**src/rtl/sphere_vertex_generator_top_defines.svh**
```systemverilog
// Assertion macros shared by the sphere vertex generator RTL.
// Expects clk_i and rst_ni in the scope where a macro is used.
`ifndef SPHERE_VERTEX_GENERATOR_TOP_DEFINES_SVH
`define SPHERE_VERTEX_GENERATOR_TOP_DEFINES_SVH

// checked outside reset
`define SVG_ASSERT(lbl, prop, msg) \
  lbl: assert property (@(posedge clk_i) disable iff (!rst_ni) prop) else $error(msg);

// checked on every edge, reset included
`define SVG_ASSERT_ALWAYS(lbl, prop, msg) \
  lbl: assert property (@(posedge clk_i) prop) else $error(msg);

`endif

```
**src/rtl/svg_pkg.sv**
```systemverilog
// Shared types, widths and constants of the sphere vertex generator.
// No dependencies.
`default_nettype none

package svg_pkg;

  localparam int RES_W              = 11;
  localparam int RADIUS_W           = 16;
  localparam int POS_W              = 24;
  localparam int TEX_W              = 17;
  localparam int ANG_W              = 32;
  localparam int TRIG_W             = 32;
  localparam int CS_W               = 34;
  localparam int QUO_W              = 34;
  localparam int ATAN_LEN           = 24;
  localparam int MIN_RESOLUTION     = 2;
  localparam int DEF_MAX_RESOLUTION = 1024;
  localparam int DEF_CORDIC_STAGES  = 16;

  localparam logic [RADIUS_W-1:0] RADIUS_RST  = 16'd256;
  localparam logic [RES_W-1:0]    RES_RST     = 11'd64;
  localparam logic [TRIG_W-1:0]   CORDIC_GAIN = 32'd652032874;

  typedef enum logic {
    REG_RADIUS = 1'b0,
    REG_RES    = 1'b1
  } reg_idx_e;

  typedef struct packed {
    logic [RADIUS_W-1:0] radius;
    logic [RES_W-1:0]    res;
    logic [RES_W-1:0]    den;
  } cfg_t;

  // atan(2^-i) as a fraction of one full turn, 2^32 per turn
  function automatic logic [ANG_W-1:0] atan_turn(input int unsigned i);
    logic [ANG_W-1:0] a;
    case (i)
      0:       a = 32'h20000000;
      1:       a = 32'h12E4051D;
      2:       a = 32'h09FB385B;
      3:       a = 32'h051111D4;
      4:       a = 32'h028B0D43;
      5:       a = 32'h0145D7E1;
      6:       a = 32'h00A2F61E;
      7:       a = 32'h00517C55;
      8:       a = 32'h0028BE53;
      9:       a = 32'h00145F2E;
      10:      a = 32'h000A2F98;
      11:      a = 32'h000517CC;
      12:      a = 32'h00028BE6;
      13:      a = 32'h000145F3;
      14:      a = 32'h0000A2F9;
      15:      a = 32'h0000517C;
      16:      a = 32'h000028BE;
      17:      a = 32'h0000145F;
      18:      a = 32'h00000A2F;
      19:      a = 32'h00000517;
      20:      a = 32'h0000028B;
      21:      a = 32'h00000145;
      22:      a = 32'h000000A2;
      23:      a = 32'h00000051;
      default: a = '0;
    endcase
    return a;
  endfunction

endpackage

`default_nettype wire

```
**src/rtl/svg_div.sv**
```systemverilog
// Pipelined restoring divider, one quotient bit per stage.
// Depends on svg_pkg; the caller must keep the divisor static while items flow; the block does not enforce it.
`default_nettype none

module svg_div #(
  parameter int NW = 43,
  parameter int QW = svg_pkg::QUO_W
) (
  input  wire logic                      clk_i,
  input  wire logic                      en_i,
  input  wire logic [NW-1:0]             num_i,
  input  wire logic [svg_pkg::RES_W-1:0] den_i,
  output logic [QW-1:0]                  quo_o
);
  import svg_pkg::*;

  localparam int EW = NW + QW;

  logic [EW-1:0]    ext;
  logic [RES_W-1:0] rem_q [QW+1];
  logic [QW-1:0]    lo_q  [QW+1];
  logic [QW-1:0]    quo_q [QW+1];

  assign ext = EW'(num_i);

  // quotient is known to fit QW bits, so the bits above start below den
  always_ff @(posedge clk_i) begin
    if (en_i) begin
      rem_q[0] <= RES_W'(ext >> QW);
      lo_q[0]  <= ext[QW-1:0];
      quo_q[0] <= '0;
    end
  end

  for (genvar k = 0; k < QW; k++) begin : g_stage
    logic [RES_W:0] trial;
    logic [RES_W:0] diff;
    logic           ge;

    assign trial = {rem_q[k], lo_q[k][QW-1-k]};
    assign diff  = trial - {1'b0, den_i};
    assign ge    = trial >= {1'b0, den_i};

    always_ff @(posedge clk_i) begin
      if (en_i) begin
        rem_q[k+1] <= ge ? diff[RES_W-1:0] : trial[RES_W-1:0];
        lo_q[k+1]  <= lo_q[k];
        quo_q[k+1] <= {quo_q[k][QW-2:0], ge};
      end
    end
  end

  assign quo_o = quo_q[QW];

endmodule

`default_nettype wire

```
**config.mk**
```make
export PLATFORM = sky130hd
export DESIGN_NAME = svg_div
export DESIGN_NICKNAME = d
export VERILOG_FILES = /design/src/rtl/sphere_vertex_generator_top_defines.svh /design/src/rtl/svg_pkg.sv /design/src/rtl/svg_div.sv
export SDC_FILE = /design/constraint.sdc
export NUM_CORES = 2
export LEC_CHECK = 0
export ABC_AREA = 1
export BUFFER_PORTS_ARGS = -buffer_cell sky130_fd_sc_hd__buf_4
export CAP_MARGIN = 25
export CORE_MARGIN = 1.5
export CORE_UTILIZATION = 56
export DETAILED_ROUTE_END_ITERATION = 10
export PLACE_DENSITY = 0.69
export SYNTH_ARGS = -nofsm -noshare
export SYNTH_HDL_FRONTEND = slang
export SYNTH_SLANG_ARGS = --single-unit
```
**constraint.sdc**
```tcl
create_clock -name clk_i -period 2.8 [get_ports clk_i]
set_input_delay 0 -clock clk_i [delete_from_list [all_inputs] [get_ports clk_i]]
set_output_delay 0 -clock clk_i [all_outputs]
set_load 0.02 [all_outputs]
```
Yosys cells after proc, flatten, opt, wreduce, memory -nomap -nowiden
Memory sizes are Yosys's and may differ from the RTL's.
Cells that the tools add are included.

operators by class
  add/sub/neg operators = 34
  order comparisons = 34
  muxes and demuxes = 36

operators with widths
  kind                                                            count
  12-bit by 11-bit greater-or-equal comparator with 1-bit output  34
  11-bit 2-to-1 mux                                               34
  11-bit subtractor                                               34
  1-bit 2-to-1 mux                                                2

word-level totals
  bits in writable memories = 2765
  logic and storage cells = 107
  output and inout port bits = 34
  memories = 3
  register bits after elaboration = 0
  bits of input ports = 56

memories
  name   words  width  read ports  clocked after memory_dff  write ports  RTL line       RTL
  lo_q   35     34     34          0                         35           svg_div.sv:21  logic [QW-1:0] lo_q [QW+1];
  quo_q  35     34     35          0                         35           svg_div.sv:22  logic [QW-1:0] quo_q [QW+1];
  rem_q  35     11     34          0                         35           svg_div.sv:20  logic [RES_W-1:0] rem_q [QW+1];

Longest topological paths before layout
An unclocked memory read counts as a cell.

  depth in word-level cells = 3
  gate-level depth with buffers = 11
  depth with buffers taken out = 11

Least setup slack after synthesis
OpenSTA, ideal clock, no wires.

  path type = input port to flip-flop
  from = input port den_i[7] (netlist name)
  to = memory rem_q[1][9] (data pin)
  path buffers = 1
  library setup time = 0.253 ns
  data arrival time = 1.812 ns
  stages = 11
  data required time = 2.547 ns
  slack = 0.735 ns
  cell sequence = inv_1 -> ha_1 -> nand2_2 -> inv_2 -> nand2_1 -> nand2_1 -> nand2_2 -> nand4_4 -> buf_12 -> nand3_2 -> nand2_1

RTL lines
  what             RTL line       RTL
  start, declared  svg_div.sv:12  input wire logic [svg_pkg::RES_W-1:0] den_i,
  end, declared    svg_div.sv:20

==> results.json <==
{
  "yosysWarningCount": 0,
  "cts.sinks": 1562,
  "portBuffers": 89,
  "max_cap_violations": 0,
  "internal_power_mw": 55.1,
  "pwr-share-seq_pct": 39.0,
  "die-area_sq_um": 139000,
  "post-route-util_pct": 63.4,
  "synth_edf_count": 1562,
  "drv_slew": 0,
  "antenna_found_initial": 1,
  "synth.yosys.seq_area_share_pct": 61.1,
  "ir_drop_uv": 606,
  "final_common_cell": "nand2_1",
  "p_switching_mw": 31.4,
  "p_clk_share_pct": 24.5,
  "power.density_nw_per_um2": 1000,
  "diodes": 0,
  "grt_pass1_vias": 45700,
  "critical-path-slowest-cell": "edfxtp_1",
  "wl_um": 146000,
  "grtUsageTotal_pct": 21.1,
  "drt_iter0_drc": 3383,
  "synth_area_sq_um": 76800,
  "cts-root-buf": "clkbuf_16",
  "cts_setup_buffers": 0,
  "overflow": 0,
  "fin_tns_setup_ps": 0,
  "final_cell_mix": "nand2_1, edfxtp_1, inv_1",
  "cts_inserted_buffers": 163,
  "wl_per_cell_um": 16.3,
  "setup_violations": 0,
  "post-route-min-period_ps": 2280,
  "fin_crit_sh_pct": 81.4,
  "tightest_slew_ps": 649,
  "cp_top_family": "simple AND/OR/NAND/NOR gates",
  "gp_congestion": 0.905,
  "fp.dieW_um": 373,
  "synth_nets": 7158,
  "ys.flop_type": "edfxtp_1",
  "syn-instance-count": 6696,
  "cts_tree": "yes",
  "switching_share_pct": 36.3,
  "fin_nets": 7508,
  "num_rows": 135,
  "rsz0062_at_grt": "false",
  "num_vias": 47200,
  "grt_first_pass_wirelength_um": 236000,
  "grt_max_degree": 115,
  "leakage_nw": 36.2,
  "cp_cell_sequence": "inv_1 -> ha_1 -> fa_1 -> inv_1 -> nand3_1 -> nand3_2 -> nand2_2 -> nand4_4 -> nand2_1 -> o21ai_2",
  "hold_viol": 0,
  "relSlewSlack_pct": 56.7,
  "cts.clk_slew.worst_paths_ps": 60,
  "yosysUniqueCellTypes": 34,
  "ios": 90,
  "arrival_ps": 2820,
  "syn_area_per_cell_sq_um": 11.5,
  "route.detailed.drc": 0,
  "crit_type": "reg2reg",
  "min_path_type": "in2reg",
  "n_fill_cell": 10600,
  "comb_power_share_pct": 36.5,
  "vias_per_cell": 5.27,
  "start_util_pct": 56.6,
  "async_reset_ff_share_pct": 0,
  "cp.buffers_inverters": 2,
  "synth-seq-cells": 1562,
  "antenna_left": 0,
  "status": "complete, no violations",
  "clk_latency_ps": 800,
  "h-tree-depth": 4,
  "die_y_um": 373,
  "cp_common_cell": "inv_1",
  "layout-drive-gt1-share_pct": 15.8,
  "startpoint_type": "flop",
  "dp_hpwl_um": 97200,
  "critical_path.max_stage_delay_ps": 360,
  "core_region_area_sq_um": 136000,
  "area_growth_pct": 12.1,
  "fmax_ghz": 0.438,
  "endpoint_kind": "flop",
  "cp_max_fo": 17,
  "cp.required_ps": 3340,
  "first_pass_iters": 6,
  "clockBufferDepth": 3,
  "fin_skew_ps": 22.8
}
## power groups by stage
stage	Clock (mW)	Sequential, mW	Combinational, mW
finish	21.2	33.8	31.5
global route	22.7	34.1	35.9
CTS	21.8	33.8	31.5
detailed placement	0	34.2	31.3
global placement	0	34.2	30.7
floorplan	0	33.0	26.2
## registers in the layout, indices dropped and copies added, names as in the netlist
signal and cells:
lo_q 595, quo_q 595, rem_q 372
## worst paths after layout
check	start	to	slack (ps)	cells after the start
worst min register to register	quo_q[24][10]$_DFFE_PP_	quo_q[25][11]$_DFFE_PP_	400	0
worst min-delay path	den_i[0]	rem_q[7][0]$_DFFE_PP_	80	5
worst max register to register	lo_q[10][23]$_DFFE_PP_	rem_q[11][2]$_DFFE_PP_	520	10
worst max-delay path	lo_q[10][23]$_DFFE_PP_	rem_q[11][2]$_DFFE_PP_	520	10
## cells in the mapped netlist (33+ instances only)
library cell | instances | area, sq um
nand2_1 | 1808 | 6790
edfxtp_1 | 1562 | 46900
inv_1 | 837 | 3140
ha_1 | 373 | 4670
nand4_1 | 296 | 1850
nand3_1 | 234 | 1170
nor2_1 | 232 | 871
nand3_2 | 229 | 2290
nand2_2 | 153 | 957
nand3b_1 | 130 | 976
a21oi_1 | 106 | 531
nor2_2 | 98 | 613
o21ai_0 | 68 | 340
xor2_1 | 67 | 587
inv_2 | 61 | 229
o21ai_1 | 51 | 255
o21ai_2 | 49 | 429
nand3_4 | 34 | 596
and2_1 | 33 | 206
fa_1 | 33 | 661
nand4_4 | 33 | 702
## cell type report
cell class	count	area [sq um]	area share (%)
clock buffer	189	4240	4.92
clock inverter	113	1080	1.26
timing repair buffer	250	2540	2.95
multi-input combinational	4171	25800	29.9
sequential	1562	46900	54.4
tap	1781	2230	2.59
inverter	898	3370	3.91
## worst reg2reg max path, cell delays in order (launching register included)
cell      delay, ps
edfxtp_1        360
inv_1           120
ha_1            280
fa_1            250
inv_1            80
nand3_1          80
nand3_2         120
nand2_2         180
nand4_4         310
nand2_1         180
o21ai_2          60
## through the flow
step,hold WS (ps),total power [mW],area [sq um],cells,setup slack [ps]
after floorplan,98.9,59.2,76800,6696,735
after global placement,178,64.9,80000,8574,417
after detailed placement,179,65.5,80000,8574,411
after CTS,33.4,87.1,86200,8964,529
after global routing,96.4,92.7,86200,8964,359
final,75.3,86.5,86200,8964,519
## metal layers
metal | track usage, % | up-vias | share of wire, %
met5 | 0 | - | 0.019
met4 | 6.76 | 4 | 2.8
met3 | 3.24 | 265 | 4.3
met2 | 35.0 | 929 | 48
met1 | 28.7 | 22200 | 45
li1 | - | 23800 | -
## logic make-up after synthesis
group	share of synthesized area [%]
XOR/XNOR	1.13
AO/OA/AOI/OAI	2.39
buffers and inverters	5.38
adder cells (fa/ha/maj)	6.93
flip-flops	61.1
AND/OR/NAND/NOR	23.1
## repair_timing
action,4_1_cts,5_1_grt
endpoints found under the hold margin,552,0
gates resized for setup,0,0
hold buffers,88,0
(Power assumes the default switching activity.)
