<file path="src/rtl/sphere_vertex_generator_top_defines.svh">
// Assertion macros shared by the sphere vertex generator RTL.
// Expects clk_i and rst_ni in the scope where a macro is used.
`ifndef SPHERE_VERTEX_GENERATOR_TOP_DEFINES_SVH
`define SPHERE_VERTEX_GENERATOR_TOP_DEFINES_SVH

// checked outside reset
`define SVG_ASSERT(lbl, prop, msg) \
  lbl: assert property (@(posedge clk_i) disable iff (!rst_ni) prop) else $error(msg);

// checked on every edge, reset included
`define SVG_ASSERT_ALWAYS(lbl, prop, msg) \
  lbl: assert property (@(posedge clk_i) prop) else $error(msg);

`endif

</file>
<file path="src/rtl/svg_pkg.sv">
// Shared types, widths and constants of the sphere vertex generator.
// No dependencies.
`default_nettype none

package svg_pkg;

  localparam int RES_W              = 11;
  localparam int RADIUS_W           = 16;
  localparam int POS_W              = 24;
  localparam int TEX_W              = 17;
  localparam int ANG_W              = 32;
  localparam int TRIG_W             = 32;
  localparam int CS_W               = 34;
  localparam int QUO_W              = 34;
  localparam int ATAN_LEN           = 24;
  localparam int MIN_RESOLUTION     = 2;
  localparam int DEF_MAX_RESOLUTION = 1024;
  localparam int DEF_CORDIC_STAGES  = 16;

  localparam logic [RADIUS_W-1:0] RADIUS_RST  = 16'd256;
  localparam logic [RES_W-1:0]    RES_RST     = 11'd64;
  localparam logic [TRIG_W-1:0]   CORDIC_GAIN = 32'd652032874;

  typedef enum logic {
    REG_RADIUS = 1'b0,
    REG_RES    = 1'b1
  } reg_idx_e;

  typedef struct packed {
    logic [RADIUS_W-1:0] radius;
    logic [RES_W-1:0]    res;
    logic [RES_W-1:0]    den;
  } cfg_t;

  // atan(2^-i) as a fraction of one full turn, 2^32 per turn
  function automatic logic [ANG_W-1:0] atan_turn(input int unsigned i);
    logic [ANG_W-1:0] a;
    case (i)
      0:       a = 32'h20000000;
      1:       a = 32'h12E4051D;
      2:       a = 32'h09FB385B;
      3:       a = 32'h051111D4;
      4:       a = 32'h028B0D43;
      5:       a = 32'h0145D7E1;
      6:       a = 32'h00A2F61E;
      7:       a = 32'h00517C55;
      8:       a = 32'h0028BE53;
      9:       a = 32'h00145F2E;
      10:      a = 32'h000A2F98;
      11:      a = 32'h000517CC;
      12:      a = 32'h00028BE6;
      13:      a = 32'h000145F3;
      14:      a = 32'h0000A2F9;
      15:      a = 32'h0000517C;
      16:      a = 32'h000028BE;
      17:      a = 32'h0000145F;
      18:      a = 32'h00000A2F;
      19:      a = 32'h00000517;
      20:      a = 32'h0000028B;
      21:      a = 32'h00000145;
      22:      a = 32'h000000A2;
      23:      a = 32'h00000051;
      default: a = '0;
    endcase
    return a;
  endfunction

endpackage

`default_nettype wire

</file>
<file path="src/rtl/svg_regs.sv">
// Configuration register file with APB-style access.
// Depends on svg_pkg; produces the clamped resolution and divisor.
`default_nettype none

module svg_regs #(
  parameter int MAX_RESOLUTION = svg_pkg::DEF_MAX_RESOLUTION
) (
  input  wire logic         clk_i,
  input  wire logic         rst_ni,
  input  wire logic         psel,
  input  wire logic         penable,
  input  wire logic         pwrite,
  input  wire logic [2:0]   paddr,
  input  wire logic [31:0]  pwdata,
  output logic [31:0]       prdata,
  output logic              pready,
  output svg_pkg::cfg_t     cfg_o
);
  import svg_pkg::*;

  logic [RADIUS_W-1:0] radius_q;
  logic [RES_W-1:0]    res_q;
  logic [RES_W-1:0]    res_eff;
  reg_idx_e            idx;
  logic                wr;

  assign pready = 1'b1;
  assign idx    = reg_idx_e'(paddr[2]);
  assign wr     = psel & penable & pwrite;

  always_ff @(posedge clk_i or negedge rst_ni) begin
    if (!rst_ni) begin
      radius_q <= RADIUS_RST;
      res_q    <= RES_RST;
    end else if (wr) begin
      case (idx)
        REG_RADIUS: radius_q <= pwdata[RADIUS_W-1:0];
        REG_RES:    res_q    <= pwdata[RES_W-1:0];
        default: ;
      endcase
    end
  end

  always_comb begin
    case (idx)
      REG_RADIUS: prdata = {{(32-RADIUS_W){1'b0}}, radius_q};
      REG_RES:    prdata = {{(32-RES_W){1'b0}}, res_q};
      default:    prdata = '0;
    endcase
  end

  always_comb begin
    res_eff = res_q;
    if (res_q < RES_W'(MIN_RESOLUTION)) begin
      res_eff = RES_W'(MIN_RESOLUTION);
    end else if (32'(res_q) > MAX_RESOLUTION) begin
      res_eff = RES_W'(MAX_RESOLUTION);
    end
  end

  assign cfg_o.radius = radius_q;
  assign cfg_o.res    = res_eff;
  assign cfg_o.den    = res_eff - 1'b1;

endmodule

`default_nettype wire

</file>
<file path="config.mk">
export PLATFORM = sky130hd
export DESIGN_NAME = svg_regs
export DESIGN_NICKNAME = d
export VERILOG_FILES = /design/src/rtl/sphere_vertex_generator_top_defines.svh /design/src/rtl/svg_pkg.sv /design/src/rtl/svg_regs.sv
export SDC_FILE = /design/constraint.sdc
export NUM_CORES = 1
export LEC_CHECK = 0
export BUFFER_PORTS_ARGS = -buffer_cell sky130_fd_sc_hd__clkbuf_2
export CORE_MARGIN = 1.5
export CORE_UTILIZATION = 40
export DETAILED_ROUTE_END_ITERATION = 16
export GPL_ROUTABILITY_DRIVEN = 0
export GPL_TIMING_DRIVEN = 1
export PLACE_DENSITY = 0.84
export SLEW_MARGIN = 15
export SYNTH_ARGS = -nofsm -noshare
export SYNTH_HDL_FRONTEND = slang
export SYNTH_SLANG_ARGS = --single-unit
</file>
<file path="constraint.sdc">
create_clock -name clk_i -period 4.2 [get_ports clk_i]
set_input_delay 0.42 -clock clk_i [delete_from_list [all_inputs] [get_ports clk_i]]
set_output_delay 0.42 -clock clk_i [all_outputs]
set_load 0.01 [all_outputs]
</file>
After elaboration in Yosys (flattened, before gate mapping)

Cells that the tools add are included.

Flip-flop bits (word level): 27
Bits in latches: 0
Memory bits (writable): 0
Memory bits (read-only): 0
Bits of input ports: 40
Output and inout bits: 71
Logic and storage cells: 13
Memories: 0

Add/sub/neg operators: 1
Multipliers: 0
Divide/modulo/power cells: 0
Magnitude comparators: 2
Eq/ne operators: 0
Shift operators: 0
Multiplexer cells: 3
Bitwise logic cells: 3
Reduce and logical (&&, ||, !) cells: 2

Operators with widths:

| operator                                                    | count |
|---|---|
| one-hot mux 32 bit (2 select lines)                         | 1 |
| two-way mux 11 bit                                          | 2 |
| greater-than comparator 11 bit, second input constant       | 1 |
| less-than comparator 11 x 2 -> 1 bit, second input constant | 1 |
| subtractor 11 x 1 -> 11 bit, second input constant          | 1 |
| AND reduction 2 bit                                         | 2 |
| bitwise AND 1 bit                                           | 2 |
| inverter 1 bit                                              | 1 |

Longest topological paths before layout

Gate-level depths: netlist of run 1.

Depth after elaboration: 4
Mapped depth: 9
Depth with buffers taken out: 7

Worst setup path after synthesis of run 1

OpenSTA, ideal clock, no wires.

Kind: flip-flop to output port
Start point: reg res_q[4]
End point: out cfg_o[4] (netlist bit)
Arrival time: 2.635 ns
Data required time: 3.780 ns
Path slack: 1.145 ns
Stages on the path, launching flop included: 9
Path buffers: 2
Cell sequence: dfrtp_1 clkbuf_1 nor4_1 nand2_1 o311ai_0 ha_1 buf_1 nor2_1 a211oi_1

RTL lines:

| item                   | line           | RTL |
|---|---|---|
| start, declared        | svg_regs.sv:22 | `logic [RES_W-1:0] res_q;` |
| start signal, assigned | svg_regs.sv:38 | `REG_RES: res_q <= pwdata[RES_W-1:0];` |
| end, declared          | svg_regs.sv:17 | `output svg_pkg::cfg_t cfg_o` |

==> results of run 1 <==
-- kinds of logic after synthesis --
family | Yosys count
AND/OR/NAND/NOR | 40
multiplexers | 39
buffers and inverters | 31
flip-flops | 27
AO/OA/AOI/OAI | 16
other | 2
adder cells (fa/ha/maj) | 1
XOR/XNOR | 1
-- per-layer routing --
metal / vias to the layer above / wire length (µm) / track usage
met4: 0 / 11 / 0.04500
met5: - / 0 / 0
met3: 2 / 193 / 0.01480
met1: 613 / 1567 / 0.1903
met2: 51 / 1727 / 0.2721
li1: 651 / - / -
-- state kept, by name (all words and copies together) (netlist names) --
name and flops:
res_q 11, radius_q 16
-- per-stage QoR --
step	utilization	std cells	instance area, µm²
after global placement	0.4963	268	1999
after global routing	0.5075	272	2044
after floorplan	-	172	1737
after detailed placement	0.4963	268	1999
after CTS	0.5075	272	2044
final	0.5075	272	2044
-- final timing paths --
path                           endpoint  slack [ns]  cells past startpoint
setup / recovery               cfg_o[4]        0.90                      7
min in group clk_i         radius_q[14]        0.38                      2
hold reg to reg            radius_q[12]        0.54                      1
setup reg to reg              res_q[10]        3.17                      1
max in group asynchronous  radius_q[12]        3.59                      1
hold / removal             radius_q[15]        0.18                      1
-- power by group through the flow --
stage,clock network [mW],logic [mW],registers (mW)
6_report,0.144,0.409,0.400
5_1_grt,0.158,0.458,0.412
4_1_cts,0.148,0.415,0.400
3_5_place_dp,0,0.413,0.406
3_3_place_gp,0,0.407,0.400
2_1_floorplan,0,0.277,0.383
-- synth_stat cells (2+ instances only) --
| cell type | count |
|---|---|
| o31ai_1 | 2 |
| or4_1 | 2 |
| nand3b_1 | 2 |
| nand2_1 | 3 |
| a21oi_1 | 4 |
| conb_1 | 2 |
| buf_4 | 17 |
| nor2b_1 | 14 |
| nor3_1 | 2 |
| dfrtp_1 | 25 |
| buf_2 | 2 |
| mux2_2 | 38 |
| nor4_1 | 3 |
| dfstp_2 | 2 |
| nor2_1 | 7 |
| buf_1 | 2 |
| clkbuf_1 | 8 |
| a211oi_1 | 2 |
| inv_1 | 2 |
-- area by class of cell --
| type | count | share of cell area |
|---|---|---|
| Multi-Input combinational cell | 114 | 0.4284 |
| Sequential cell | 27 | 0.3317 |
| Timing Repair Buffer | 75 | 0.1836 |
| Tap cell | 50 | 0.03060 |
| Clock buffer | 4 | 0.02203 |
| Inverter | 2 | 0.003672 |
==> summary.txt, run 1 <==
Reg-to-reg startpoint -> res_q[10]
Multi-input gate area -> 875.8 µm²
Input/output buffers -> 75
Final Total Pwr -> 0.9529 mW
Number of fill cells in the layout -> 385
Post-synth top area share -> 0.3723
Post-cts sizing count -> 0
Clock skew -> 0 ns
# nets final -> 264
Hold-fix buffers, CTS -> 0
Most common cell after layout, fill and taps aside -> clkbuf_2
CP Cell Sequence -> nor4_1 > nand2_1 > o311ai_0 > ha_1 > nor2_1 > a211oi_1 > clkbuf_2
Final WS setup -> 0.9003 ns
Synthesized flop and latch total -> 27
Std-Cell Rows -> 23
DRC viols -> 0
Height of the chip -> 67.82 µm
Crit path time final -> 3.300 ns
Fmax -> 303.1 MHz
Ratio of cells with drive above 1 in the final layout -> 0.5405
Mean post-synth cell area -> 10.70 µm²
Slew Limit Fails -> 0
Run status -> finished, final reports clean
RSZ-0062 raised after global routing -> false
Setup violators final -> 0
Detailed Routing Iterations Pass 1 -> 4
DIE AREA -> 4599 µm²
Synth unique cells -> 37
Fin. Hold Viols -> 0
WS Path Type -> register to primary output
Crit path max-delay family -> simple AND/OR/NAND/NOR gates
First-pass GRT wire length -> 5202 µm
EDFF count, synth -> 0
Sw Pwr -> 0.3602 mW
Combinational power share -> 0.429
Critical path required time -> 3.78 ns
Iter 0 DRT Violations -> 37
Xor and xnor fraction of the mapped netlist area -> 0.005212
Routed WL per cell -> 12.87 µm
Ranking of synthesized cells by area -> dfrtp_1 (37%), mux2_2 (25%), buf_4 (7.6%)
CP Capture Type -> primary output
Dpl ws -> 1.214 ns
Layout area overhead -> 21.67%
Dpl hpwl -> 2687 µm
Final WL -> 3500 µm
PwrDens -> 466.1 nW/µm²
Synth Instances -> 157
Initial antenna violation count -> 0
Commonest cells after routing, fill and taps aside -> clkbuf_2 (75), mux2_2 (38), dfrtp_1 (25)
Leakage -> 1.009 nW
Hold Slack -> 0.1755 ns
Synth Area in Compound Gates -> 0.06776
Clock Power Share -> 0.151
N_diodes -> 0
Total grt overflow -> 0
Vias in the first global route -> 1088
Clock buffer depth -> 2
Ys flop type -> dfrtp_1
Storage element area -> 678.2 µm²
Sw frac -> 0.3780
Worst path max stage delay -> 0.55 ns
Clk pin slew, worst setup/hold paths -> 0.09 ns
CORE AREA -> 4029 µm²
Initial core utilization -> 0.4171
Post-Synth Adder-Cell Area -> 0.007446
Post-Syn Area -> 1680 µm²
Htree depth -> 1
YS warnings -> 0
CP Buf/Inv Count -> 1
Clock Latency Late Sink -> 0.26 ns
Worst relative slew slack -> 0.4077
CP max stage cell -> nor4_1
Slew of the pin with the lowest slew margin -> 0.8837 ns
Die Width -> 67.82 µm
P_int -> 0.5927 mW
Worst Path Arrival -> 2.88 ns
Mux cell area share after synthesis -> 0.2606
Seq/Total Area, Yosys -> 0.4036
Max_cap viols -> 0
Root Buffer -> clkbuf_8
CTS tree -> yes
Setup bufs post-CTS -> 0
Vias per cell -> 4.842
Async SR Flop Fraction -> 1.000
Setup TNS -> 0 ns
Synth area leader -> dfrtp_1
Worst Setup Start Kind -> register
Via count -> 1317
Crit path from -> res_q[5]
Clk sinks -> 27
Cts bufs inserted -> 3
Max rail drop VDD -> 0.0002553 V
Largest fanout on the critical path -> 9
Post-route clock period utilization -> 0.7856
Post-Synth Simple-Gate Area -> 0.1422
Largest family of logic cells by synthesized area -> multiplexers
Worst min-delay path category -> input pin to asynchronous set/reset pin
Share of power burned in registers -> 0.420
Largest net degree at the start of global routing -> 28
Antenna Violating Nets Remaining -> 0
Total track usage -> 0.1506
Top-Level Pins -> 111
No activity file was read; power rests on OpenSTA's default activity.
==> inputs of run 2 (changes only) <==
Clock period 4.2 ns to 3.2 ns, I/O delays scaled along.
==> run 2 against run 1 <==
Via count increased by 1.4%. Clock power up 31%. Routed wire length rose by 3.6%. Largest cell class unchanged.
==> summary.txt, run 2 (synthesized netlist as in run 1, its figures left out) <==
Max_cap viols -> 0
Sw Pwr -> 0.4756 mW
Crit path time final -> 2.839 ns
Commonest cells after routing, fill and taps aside -> clkbuf_2 (75), mux2_2 (38), dfrtp_1 (25)
Setup violators final -> 0
Post-route clock period utilization -> 0.8873
CTS tree -> yes
Iter 0 DRT Violations -> 31
Leakage -> 1.024 nW
Clock buffer depth -> 2
Dpl hpwl -> 2712 µm
Fin. Hold Viols -> 0
First-pass GRT wire length -> 5602 µm
Htree depth -> 1
Most common cell after layout, fill and taps aside -> clkbuf_2
PwrDens -> 611.8 nW/µm²
Combinational power share -> 0.451
Hold-fix buffers, CTS -> 0
Routed WL per cell -> 13.19 µm
Fmax -> 352.2 MHz
Cts bufs inserted -> 3
Total track usage -> 0.1606
Total grt overflow -> 0
Number of fill cells in the layout -> 364
CP Capture Type -> primary output
Top reg by flops -> radius_q
Run status -> finished, final reports clean
Antenna Violating Nets Remaining -> 0
Vias in the first global route -> 1180
RSZ-0062 raised after global routing -> false
Final cell count without fillers -> 275
CORE AREA -> 4029 µm²
Worst min-delay path category -> input pin to asynchronous set/reset pin
Root Buffer -> clkbuf_8
DRC viols -> 0
Largest fanout on the critical path -> 11
Grt peak-use layer -> met2
Worst Path Arrival -> 2.52 ns
Clock Latency Late Sink -> 0.26 ns
Top-Level Pins -> 111
Initial core utilization -> 0.4171
DIE AREA -> 4599 µm²
Clk sinks -> 27
Sw frac -> 0.3757
Height of the chip -> 67.82 µm
DP Cell Count -> 271
Clock skew -> 0 ns
Vias per cell -> 4.855
Critical path required time -> 2.88 ns
Slew Limit Fails -> 0
Worst relative slew slack -> 0.3801
Max rail drop VDD -> 0.0003083 V
Slew of the pin with the lowest slew margin -> 0.9249 ns
Clk pin slew, worst setup/hold paths -> 0.09 ns
Share of power burned in registers -> 0.400
# nets final -> 267
Die Width -> 67.82 µm
M2 GR Usage -> 0.2892
Layout area overhead -> 23.16%
Reg-to-reg startpoint -> res_q[10]
Global-route track usage on met1 -> 0.2013
Detailed Routing Iterations Pass 1 -> 3
Worst Reg-to-Reg Cells -> 2
Std-Cell Rows -> 23
WS Path Type -> register to primary output
Largest registers -> radius_q (16), res_q (11)
Clock Power Share -> 0.149
Setup TNS -> 0 ns
Setup slack, reg-to-reg -> 2.25 ns
N_diodes -> 0
P_int -> 0.7905 mW
FF-to-FF End -> res_q[10]
Max reg flops -> 16
Final WL -> 3626 µm
Ratio of cells with drive above 1 in the final layout -> 0.5511
Via count -> 1335
GR met3 Demand/Resource -> 0.01809
Initial antenna violation count -> 0
Post-layout util -> 0.5137
Largest net degree at the start of global routing -> 28
Worst Setup Start Kind -> register
Input/output buffers -> 75
==> run 2: cell types whose count changed in the layout (fill, tap and decap cells not counted) <==
cell,before,now
ha_1,1,0
o311ai_0,1,0
ha_2,0,1
buf_4,0,3
o311ai_1,0,1
==> run 2: metrics by stage <==
step	power (mW)	area, µm²	setup WS, ns	hold slack (ns)
2_1_floorplan	0.8657	1737	0.2454	0.02441
3_3_place_gp	1.070	2022	0.5047	0.3800
3_5_place_dp	1.087	2022	0.4848	0.3937
4_1_cts	1.281	2067	0.1705	0.09546
5_1_grt	1.370	2069	0.09496	0.1275
6_report	1.266	2069	0.3607	0.07585
==> run 2: metal layers <==
| layer | vias up | part of all wire |
|---|---|---|
| met1 | 625 | 0.43 |
| li1 | 657 | - |
| met5 | - | 0 |
| met2 | 51 | 0.51 |
| met4 | 0 | 0.0022 |
| met3 | 2 | 0.054 |
==> run 2: power by group through the flow <==
| stage | logic [mW] | clock network (mW) | registers [mW] |
|---|---|---|---|
| 2_1_floorplan | 0.363 | 0 | 0.502 |
| 3_3_place_gp | 0.566 | 0 | 0.505 |
| 3_5_place_dp | 0.575 | 0 | 0.512 |
| 4_1_cts | 0.576 | 0.199 | 0.505 |
| 5_1_grt | 0.640 | 0.209 | 0.521 |
| 6_report | 0.572 | 0.188 | 0.506 |
==> run 2: area by class of cell <==
cell class                      instances  area (µm²)  share of cell area
Clock buffer                            4       45.04             0.02177
Tap cell                               50       62.56             0.03023
Sequential cell                        27       678.2              0.3277
Timing Repair Buffer                   78       397.9              0.1923
Multi-Input combinational cell        114       878.3              0.4244
Inverter                                2       7.507            0.003628
==> run 2: how the worst max path moves through the flow <==
| stage | from | to | slack, ns | cells past startpoint |
|---|---|---|---|---|
| floorplan | res_q[4] | cfg_o[4] | 0.25 | 8 |
| global placement | res_q[5] | cfg_o[4] | 0.50 | 8 |
| detailed placement | res_q[5] | cfg_o[4] | 0.48 | 8 |
| CTS | res_q[5] | cfg_o[4] | 0.17 | 8 |
| global route | res_q[7] | cfg_o[8] | 0.09 | 8 |
| finish | res_q[4] | cfg_o[4] | 0.36 | 8 |
==> run 2: worst max-delay path, cell delays in order, from the launching register on <==
cell and delay (ns):
dfrtp_1 0.50, nor4_1 0.27, buf_4 0.17, nand2_1 0.06, o311ai_1 0.39, ha_2 0.37
nor2_1 0.09, a211oi_1 0.24, clkbuf_2 0.17
==> run 2: repair_timing <==
| item | CTS | global route |
|---|---|---|
| endpoints found under the setup margin | 0 | 2 |
| buffers inserted | 0 | 0 |
| gates resized for setup | 0 | 2 |
| endpoints found under the hold margin | 0 | 0 |
