## src/rtl/sphere_vertex_generator_top_defines.svh

```systemverilog
// Assertion macros shared by the sphere vertex generator RTL.
// Expects clk_i and rst_ni in the scope where a macro is used.
`ifndef SPHERE_VERTEX_GENERATOR_TOP_DEFINES_SVH
`define SPHERE_VERTEX_GENERATOR_TOP_DEFINES_SVH

// checked outside reset
`define SVG_ASSERT(lbl, prop, msg) \
  lbl: assert property (@(posedge clk_i) disable iff (!rst_ni) prop) else $error(msg);

// checked on every edge, reset included
`define SVG_ASSERT_ALWAYS(lbl, prop, msg) \
  lbl: assert property (@(posedge clk_i) prop) else $error(msg);

`endif

```

## src/rtl/svg_pkg.sv

```systemverilog
// Shared types, widths and constants of the sphere vertex generator.
// No dependencies.
`default_nettype none

package svg_pkg;

  localparam int RES_W              = 11;
  localparam int RADIUS_W           = 16;
  localparam int POS_W              = 24;
  localparam int TEX_W              = 17;
  localparam int ANG_W              = 32;
  localparam int TRIG_W             = 32;
  localparam int CS_W               = 34;
  localparam int QUO_W              = 34;
  localparam int ATAN_LEN           = 24;
  localparam int MIN_RESOLUTION     = 2;
  localparam int DEF_MAX_RESOLUTION = 1024;
  localparam int DEF_CORDIC_STAGES  = 16;

  localparam logic [RADIUS_W-1:0] RADIUS_RST  = 16'd256;
  localparam logic [RES_W-1:0]    RES_RST     = 11'd64;
  localparam logic [TRIG_W-1:0]   CORDIC_GAIN = 32'd652032874;

  typedef enum logic {
    REG_RADIUS = 1'b0,
    REG_RES    = 1'b1
  } reg_idx_e;

  typedef struct packed {
    logic [RADIUS_W-1:0] radius;
    logic [RES_W-1:0]    res;
    logic [RES_W-1:0]    den;
  } cfg_t;

  // atan(2^-i) as a fraction of one full turn, 2^32 per turn
  function automatic logic [ANG_W-1:0] atan_turn(input int unsigned i);
    logic [ANG_W-1:0] a;
    case (i)
      0:       a = 32'h20000000;
      1:       a = 32'h12E4051D;
      2:       a = 32'h09FB385B;
      3:       a = 32'h051111D4;
      4:       a = 32'h028B0D43;
      5:       a = 32'h0145D7E1;
      6:       a = 32'h00A2F61E;
      7:       a = 32'h00517C55;
      8:       a = 32'h0028BE53;
      9:       a = 32'h00145F2E;
      10:      a = 32'h000A2F98;
      11:      a = 32'h000517CC;
      12:      a = 32'h00028BE6;
      13:      a = 32'h000145F3;
      14:      a = 32'h0000A2F9;
      15:      a = 32'h0000517C;
      16:      a = 32'h000028BE;
      17:      a = 32'h0000145F;
      18:      a = 32'h00000A2F;
      19:      a = 32'h00000517;
      20:      a = 32'h0000028B;
      21:      a = 32'h00000145;
      22:      a = 32'h000000A2;
      23:      a = 32'h00000051;
      default: a = '0;
    endcase
    return a;
  endfunction

endpackage

`default_nettype wire

```

## src/rtl/svg_cordic.sv

```systemverilog
// Unrolled rotation-mode CORDIC giving cosine and sine in Q1.30.
// Depends on svg_pkg for the arctangent table and the gain.
`default_nettype none

module svg_cordic #(
  parameter int STAGES = svg_pkg::DEF_CORDIC_STAGES
) (
  input  wire logic                        clk_i,
  input  wire logic                        en_i,
  input  wire logic [svg_pkg::ANG_W-1:0]   ang_i,
  output logic signed [svg_pkg::TRIG_W-1:0] cos_o,
  output logic signed [svg_pkg::TRIG_W-1:0] sin_o
);
  import svg_pkg::*;

  localparam int NS = (STAGES > ATAN_LEN) ? ATAN_LEN : STAGES;

  logic signed [CS_W-1:0]  x_q    [NS+1];
  logic signed [CS_W-1:0]  y_q    [NS+1];
  logic signed [ANG_W:0]   z_q    [NS+1];
  logic                    flip_q [NS+1];
  logic [ANG_W-1:0]        folded;
  logic                    flip;

  // fold the angle by half a turn into [-pi/2, pi/2), negate the outputs later
  assign flip   = (ang_i[ANG_W-1:ANG_W-2] == 2'd1) || (ang_i[ANG_W-1:ANG_W-2] == 2'd2);
  assign folded = flip ? (ang_i - {1'b1, {(ANG_W-1){1'b0}}}) : ang_i;

  always_ff @(posedge clk_i) begin
    if (en_i) begin
      x_q[0]    <= $signed({{(CS_W-TRIG_W){1'b0}}, CORDIC_GAIN});
      y_q[0]    <= '0;
      z_q[0]    <= $signed({folded[ANG_W-1], folded});
      flip_q[0] <= flip;
    end
  end

  for (genvar i = 0; i < NS; i++) begin : g_iter
    logic signed [ANG_W:0] atan;
    assign atan = $signed({1'b0, atan_turn(i)});

    always_ff @(posedge clk_i) begin
      if (en_i) begin
        if (!z_q[i][ANG_W]) begin
          x_q[i+1] <= x_q[i] - (y_q[i] >>> i);
          y_q[i+1] <= y_q[i] + (x_q[i] >>> i);
          z_q[i+1] <= z_q[i] - atan;
        end else begin
          x_q[i+1] <= x_q[i] + (y_q[i] >>> i);
          y_q[i+1] <= y_q[i] - (x_q[i] >>> i);
          z_q[i+1] <= z_q[i] + atan;
        end
        flip_q[i+1] <= flip_q[i];
      end
    end
  end

  logic signed [CS_W-1:0] xo;
  logic signed [CS_W-1:0] yo;
  assign xo = flip_q[NS] ? -x_q[NS] : x_q[NS];
  assign yo = flip_q[NS] ? -y_q[NS] : y_q[NS];

  always_ff @(posedge clk_i) begin
    if (en_i) begin
      cos_o <= xo[TRIG_W-1:0];
      sin_o <= yo[TRIG_W-1:0];
    end
  end

endmodule

`default_nettype wire

```

## config.mk

```make
export PLATFORM = sky130hd
export DESIGN_NAME = svg_cordic
export DESIGN_NICKNAME = d
export VERILOG_FILES = /design/src/rtl/sphere_vertex_generator_top_defines.svh /design/src/rtl/svg_pkg.sv /design/src/rtl/svg_cordic.sv
export SDC_FILE = /design/constraint.sdc
export NUM_CORES = 2
export LEC_CHECK = 0
export ABC_AREA = 0
export BUFFER_PORTS_ARGS = -buffer_cell sky130_fd_sc_hd__buf_2
export CAP_MARGIN = 40
export CORE_MARGIN = 3
export CORE_UTILIZATION = 66
export DETAILED_ROUTE_END_ITERATION = 16
export GPL_TIMING_DRIVEN = 0
export PLACE_DENSITY = 0.92
export SKIP_CTS_REPAIR_TIMING = 1
export SLEW_MARGIN = 20
export SYNTH_ARGS = -nofsm -noshare
export SYNTH_HDL_FRONTEND = slang
export SYNTH_SLANG_ARGS = --single-unit
```

## constraint.sdc

```tcl
create_clock -name clk_i -period 5.8 [get_ports clk_i]
set_clock_uncertainty 0.05 [all_clocks]
set_input_delay 0.58 -clock clk_i [delete_from_list [all_inputs] [get_ports clk_i]]
set_output_delay 0.58 -clock clk_i [all_outputs]
set_load 0.1 [all_outputs]
```

# Yosys cells after proc, flatten, opt, wreduce, memory -nomap -nowiden

Memories as Yosys holds them, arrays and structs flattened.
Cells that the tools add are included.

Flip-flop bits (word level): 64
Latch bits: 0
Bits in writable memories: 1734
ROM bits: 0
Bits of input ports: 34
Output and inout bits: 64
Word-level logic and storage cells: 304
Memories kept: 4

$add $sub $neg: 98
Multipliers: 0
Divide/modulo/power cells: 0
$lt $le $gt $ge: 0
Equal/unequal tests: 2
Shift-type cells: 0
Mux-type cells: 149
Bitwise gates (word level): 48
Reduce and logical (&&, ||, !) cells: 1

Memories:

| name   | words | width | rd ports | clocked after memory_dff | wr ports | RTL line         | RTL |
|---|---|---|---|---|---|---|---|
| x_q    | 17    | 34    | 17       | 0                        | 17       | svg_cordic.sv:18 | `logic signed [CS_W-1:0] x_q [NS+1];` |
| y_q    | 17    | 34    | 17       | 0                        | 17       | svg_cordic.sv:19 | `logic signed [CS_W-1:0] y_q [NS+1];` |
| z_q    | 17    | 33    | 16       | 0                        | 17       | svg_cordic.sv:20 | `logic signed [ANG_W:0] z_q [NS+1];` |
| flip_q | 17    | 1     | 17       | 0                        | 17       | svg_cordic.sv:21 | `logic flip_q [NS+1];` |

Operators with widths:

| operator                     | number |
|---|---|
| 2-to-1 mux 34 bit            | 32 |
| 2-to-1 mux 33 bit            | 16 |
| 2-to-1 mux 1 bit             | 98 |
| 2-to-1 mux 32 bit            | 3 |
| adder 34 x 19 -> 34 bit      | 2 |
| adder 34 x 20 -> 34 bit      | 2 |
| adder 34 x 21 -> 34 bit      | 2 |
| adder 34 x 22 -> 34 bit      | 2 |
| adder 34 x 23 -> 34 bit      | 2 |
| adder 34 x 24 -> 34 bit      | 2 |
| adder 34 x 25 -> 34 bit      | 2 |
| adder 34 x 26 -> 34 bit      | 2 |
| adder 34 x 27 -> 34 bit      | 2 |
| adder 34 x 28 -> 34 bit      | 2 |
| adder 34 x 29 -> 34 bit      | 2 |
| adder 34 x 30 -> 34 bit      | 2 |
| adder 34 x 31 -> 34 bit      | 2 |
| adder 34 x 32 -> 34 bit      | 2 |
| adder 34 x 33 -> 34 bit      | 2 |
| subtractor 34 x 19 -> 34 bit | 2 |
| subtractor 34 x 20 -> 34 bit | 2 |
| subtractor 34 x 21 -> 34 bit | 2 |
| subtractor 34 x 22 -> 34 bit | 2 |
| subtractor 34 x 23 -> 34 bit | 2 |
| other kinds (50)             | 109 |

# Logic depth before layout (Yosys ltp)

An unclocked memory read counts as a cell.

Word-level depth: 5
Gate-level depth with buffers: 24
Depth with buffers taken out: 24

# Worst setup path after synthesis

Ideal clock, no wire load.

Path kind: input-to-reg
Start point: input port en_i
End point: memory y_q[5][32] (data pin)
Setup time: 269 ps
Arrival time: 5084 ps
Slack: 397 ps
Cell stages on the path: 21
Buffers on the path: 4
Path through: clkbuf_1 clkbuf_1 nand2_1 inv_1 clkbuf_1 buf_1 nor2_1 xnor2_1 ha_1 a21o_1 a21o_1 a21o_1 o211a_1 o21ai_0 a21oi_1 a31o_2 a31oi_1 a21boi_0 a311oi_1 o31ai_1 xor2_1

RTL lines:

| item            | RTL line         | RTL |
|---|---|---|
| start, declared | svg_cordic.sv:9  | `input wire logic en_i,` |
| end, declared   | svg_cordic.sv:19 |  |

==> impl_metrics.xml <==
<?xml version="1.0" encoding="UTF-8"?>
<metrics>
  <group name="yosys">
    <metric name="synth.largest_area_cell" unit="">edfxtp_1</metric>
    <metric name="synth_edf_count" unit="">1567</metric>
    <metric name="postSynthCellCount" unit="">12700</metric>
    <metric name="fraction_of_registers_with_async_set_or_reset_after_synthesis" unit="%">0</metric>
    <metric name="syn_area_per_cell" unit="um^2">9.86</metric>
    <metric name="postSynth.topFlopCell" unit="">edfxtp_1</metric>
    <metric name="synth_seq_area_share" unit="%">37.7</metric>
    <metric name="library_cells_used_by_synthesis" unit="">93</metric>
    <metric name="synth_area" unit="mm^2">0.125</metric>
    <metric name="post_synth_main_area_contributors" unit="">edfxtp_1, ha_1, xnor2_1</metric>
    <metric name="synthesis.yosys.warnings" unit="">0</metric>
    <metric name="synth.net_count" unit="">14100</metric>
    <metric name="netlist.area_leader.share" unit="%">37.7</metric>
    <metric name="synth_seq_cells" unit="">1567</metric>
  </group>
  <group name="clock_tree">
    <metric name="clock_slew_at_reported_path_ffs" unit="ns">0.06</metric>
    <metric name="cts_buffers" unit="">170</metric>
    <metric name="worst_skew_pair.late_latency" unit="ns">0.87</metric>
    <metric name="clock_tree.root_cell" unit="">clkbuf_16</metric>
    <metric name="number_of_sinks_handled_by_clock_tree_synthesis" unit="">1567</metric>
    <metric name="cts-root-to-sink-buffers" unit="">3</metric>
    <metric name="tritoncts" unit="">yes</metric>
    <metric name="cts.htree.levels" unit="">4</metric>
  </group>
  <group name="routing">
    <metric name="first_pass_iters" unit="">9</metric>
    <metric name="drt_iter0_markers" unit="">11100</metric>
    <metric name="routed_wirelength" unit="um">329000</metric>
    <metric name="via_count" unit="">103000</metric>
    <metric name="ant_nets" unit="">0</metric>
    <metric name="viasPerCell" unit="">6.55</metric>
    <metric name="route.detailed.drc" unit="">0</metric>
    <metric name="routed_wire_length_per_instance" unit="um">21.0</metric>
  </group>
  <group name="run_status">
    <metric name="failed_checks" unit="">setup timing</metric>
    <metric name="run_status" unit="">finished with violations</metric>
  </group>
  <group name="setup_path">
    <metric name="worstSetupPathType" unit="">in -&gt; reg</metric>
    <metric name="worst-endpoint-required" unit="ns">6.30</metric>
    <metric name="critPathMaxFanout" unit="">33</metric>
    <metric name="cp_data_arrival_time" unit="ns">6.36</metric>
    <metric name="worst_reg2reg_setup_slack" unit="ns">0.17</metric>
    <metric name="critPathCaptureType" unit="">flip-flop</metric>
    <metric name="worst_r2r_path_depth" unit="">17</metric>
    <metric name="worstSetupStartpointType" unit="">primary input</metric>
  </group>
  <group name="floorplanning">
    <metric name="initial_utilization" unit="%">66.4</metric>
    <metric name="die_h" unit="um">441</metric>
    <metric name="die_w" unit="um">441</metric>
    <metric name="floorplan.core_area" unit="mm^2">0.188</metric>
    <metric name="pin_count" unit="">98</metric>
    <metric name="floorplan_row_count" unit="">159</metric>
    <metric name="fp.dieArea" unit="mm^2">0.195</metric>
  </group>
  <group name="min_path">
    <metric name="hold_depth" unit="">1</metric>
    <metric name="worstHoldPathType" unit="">in -&gt; reg</metric>
  </group>
  <group name="sta">
    <metric name="slew_viol_final" unit="">0</metric>
    <metric name="max_slew_margin" unit="%">35.3</metric>
    <metric name="maxClockFrequency" unit="MHz">171</metric>
    <metric name="final_hold_viol_count" unit="">0</metric>
    <metric name="worst-slew-pin-transition" unit="ns">0.958</metric>
    <metric name="final_cycle_utilization_of_the_critical_path" unit="%">101</metric>
    <metric name="fin_ws" unit="ns">-0.0509</metric>
    <metric name="final.min_clock_period" unit="ns">5.85</metric>
    <metric name="finalSetupViolations" unit="">1</metric>
  </group>
  <group name="global_routing">
    <metric name="groute.layer.met2.usage" unit="%">53.1</metric>
    <metric name="global_route.usage.total" unit="%">32.6</metric>
    <metric name="grt_pass1_wl" unit="um">512000</metric>
    <metric name="met1_usage" unit="%">39.6</metric>
    <metric name="grt_remaining_overflow" unit="">0</metric>
    <metric name="grt_max_degree" unit="">66</metric>
    <metric name="vias_in_the_first_global_route" unit="">97800</metric>
    <metric name="busiest_layer" unit="">met2</metric>
    <metric name="global_route.usage.met3" unit="%">6.80</metric>
    <metric name="number_of_antenna_violations_at_the_first_check_in_global_routing" unit="">7</metric>
  </group>
  <group name="layout">
    <metric name="fill_cell_total_of_the_finished_layout" unit="">12400</metric>
    <metric name="nets" unit="">14500</metric>
    <metric name="post_route_cells_drive_above_1_share" unit="%">5.28</metric>
    <metric name="finish.utilization" unit="%">72.3</metric>
    <metric name="area.growth.synth_to_final" unit="%">8.85</metric>
  </group>
  <group name="flow_run">
    <metric name="max_cap_violations" unit="">0</metric>
  </group>
  <group name="placement">
    <metric name="dp_hpwl" unit="um">246000</metric>
    <metric name="port_buffers" unit="">97</metric>
    <metric name="gp_congestion" unit="">1.01</metric>
  </group>
</metrics>
layer usage:
| metal | up-vias | part of all wire, % | wire length, um |
|---|---|---|---|
| met4 | 4 | 6.8 | 22500 |
| met2 | 5479 | 46 | 151000 |
| li1 | 47700 | - | - |
| met5 | - | 0.0070 | 23 |
| met1 | 48100 | 38 | 124000 |
| met3 | 1308 | 9.5 | 31300 |
critical path, cell delays in order:
cell	delay, ns
buf_16	0.26
buf_16	0.25
buf_4	0.32
buf_4	0.32
nand2_4	0.24
clkinvlp_4	0.19
buf_4	0.37
nor2_1	0.18
xor2_1	0.41
ha_1	0.36
a21oi_1	0.24
o21ai_0	0.11
a21oi_1	0.27
o21bai_1	0.18
a31oi_1	0.29
o21ai_1	0.23
a2111oi_2	0.47
o21bai_1	0.15
a211o_1	0.33
a21o_1	0.19
a21oi_1	0.16
xnor2_1	0.13
kinds of logic (layout without fill, tap and decap cells):
group / count (synthesis) / count (layout) / synth area share (%)
other cells: 0 / 3 / 0
compound gates: 3824 / 3824 / 19.3
xor+xnor: 1910 / 1910 / 13.4
simple gates: 3123 / 3123 / 12.1
fa+ha+maj: 1425 / 1425 / 14.6
mux: 97 / 97 / 0.818
buf+inv: 722 / 1223 / 2.17
flops: 1567 / 1567 / 37.7
path summary, 6_finish.rpt:
check / startpoint / endpoint
setup / recovery: en_i / x_q[6][30]
hold / removal: en_i / cos_o[23]
setup reg to reg: x_q[6][10] / y_q[7][33]
hold reg to reg: flip_q[0][2] / flip_q[0][3]
stage by stage:
step	hold slack, ns	setup TNS, ns	std cells	cell area, um^2	worst slack (ns)
floorplan	0.350	0	12700	125000	0.397
global placement	0.350	-7613.09	15300	129000	-4.92
detailed placement	0.355	-882.34	15300	129000	-3.00
CTS	-0.208	-301.75	15600	135000	-2.21
global route	0.0125	-0.615	15700	136000	-0.299
finish	0.0426	-0.0509	15700	136000	-0.0509
synth_stat cells, types with 20 or more instances:
| cell type | instances |
|---|---|
| a2111oi_0 | 28 |
| a211o_1 | 21 |
| a211oi_1 | 94 |
| a21boi_0 | 57 |
| a21o_1 | 650 |
| a21oi_1 | 1301 |
| a31o_2 | 22 |
| a31oi_1 | 92 |
| and2_1 | 58 |
| and3_1 | 104 |
| and4_1 | 22 |
| buf_1 | 35 |
| clkbuf_1 | 148 |
| edfxtp_1 | 1567 |
| fa_1 | 46 |
| ha_1 | 1379 |
| inv_1 | 531 |
| mux2_2 | 41 |
| mux2i_1 | 56 |
| nand2_1 | 705 |
| nand2b_1 | 211 |
| nand3_1 | 223 |
| nand3b_1 | 23 |
| nand4_1 | 83 |
| nor2_1 | 944 |
| nor2b_1 | 177 |
| nor3_1 | 250 |
| nor3b_1 | 20 |
| nor4_1 | 68 |
| o2111ai_1 | 23 |
| o211ai_1 | 46 |
| o21a_1 | 157 |
| o21ai_0 | 719 |
| o21bai_1 | 185 |
| o31a_1 | 28 |
| o31ai_1 | 144 |
| o41ai_1 | 56 |
| or2_2 | 58 |
| or3_1 | 104 |
| or4_1 | 32 |
| xnor2_1 | 1265 |
| xor2_1 | 644 |
final cells by class:
| type | count | area, um^2 | share of cell area [%] |
|---|---|---|---|
| Antenna cell | 3 | 7.51 | 0.00552 |
| Tap cell | 2495 | 3120 | 2.30 |
| Inverter | 538 | 2030 | 1.49 |
| Multi-Input combinational cell | 10400 | 75500 | 55.5 |
| Sequential cell | 1567 | 47100 | 34.6 |
| Buffer | 181 | 837 | 0.616 |
| Clock inverter | 118 | 1270 | 0.932 |
| Timing Repair Buffer | 190 | 1820 | 1.34 |
| Clock buffer | 196 | 4370 | 3.22 |
placed cells by master, fill, tap and decap left out, types with 89 or more instances in the layout:
cell | netlist | final
a211oi_1 | 94 | 92
a21o_1 | 650 | 650
a21oi_1 | 1301 | 1298
a31oi_1 | 92 | 89
and3_1 | 104 | 104
buf_2 | 1 | 107
clkbuf_1 | 148 | 125
clkbuf_16 | 0 | 173
edfxtp_1 | 1567 | 1567
ha_1 | 1379 | 1379
inv_1 | 531 | 528
nand2_1 | 705 | 697
nand2b_1 | 211 | 211
nand3_1 | 223 | 223
nor2_1 | 944 | 943
nor2b_1 | 177 | 177
nor3_1 | 250 | 246
o21a_1 | 157 | 157
o21ai_0 | 719 | 712
o21bai_1 | 185 | 184
o31ai_1 | 144 | 142
or3_1 | 104 | 104
xnor2_1 | 1265 | 1264
xor2_1 | 644 | 644
flip-flops by register name (all words and copies together), names as in the netlist:
register,flops
y_q,509
flip_q,17
sin_o,32
z_q,495
cos_o,32
x_q,482
Power is left out: the tool's default activity adds up to more than one toggle a clock period on the data nets, which glitch-free logic cannot reach.
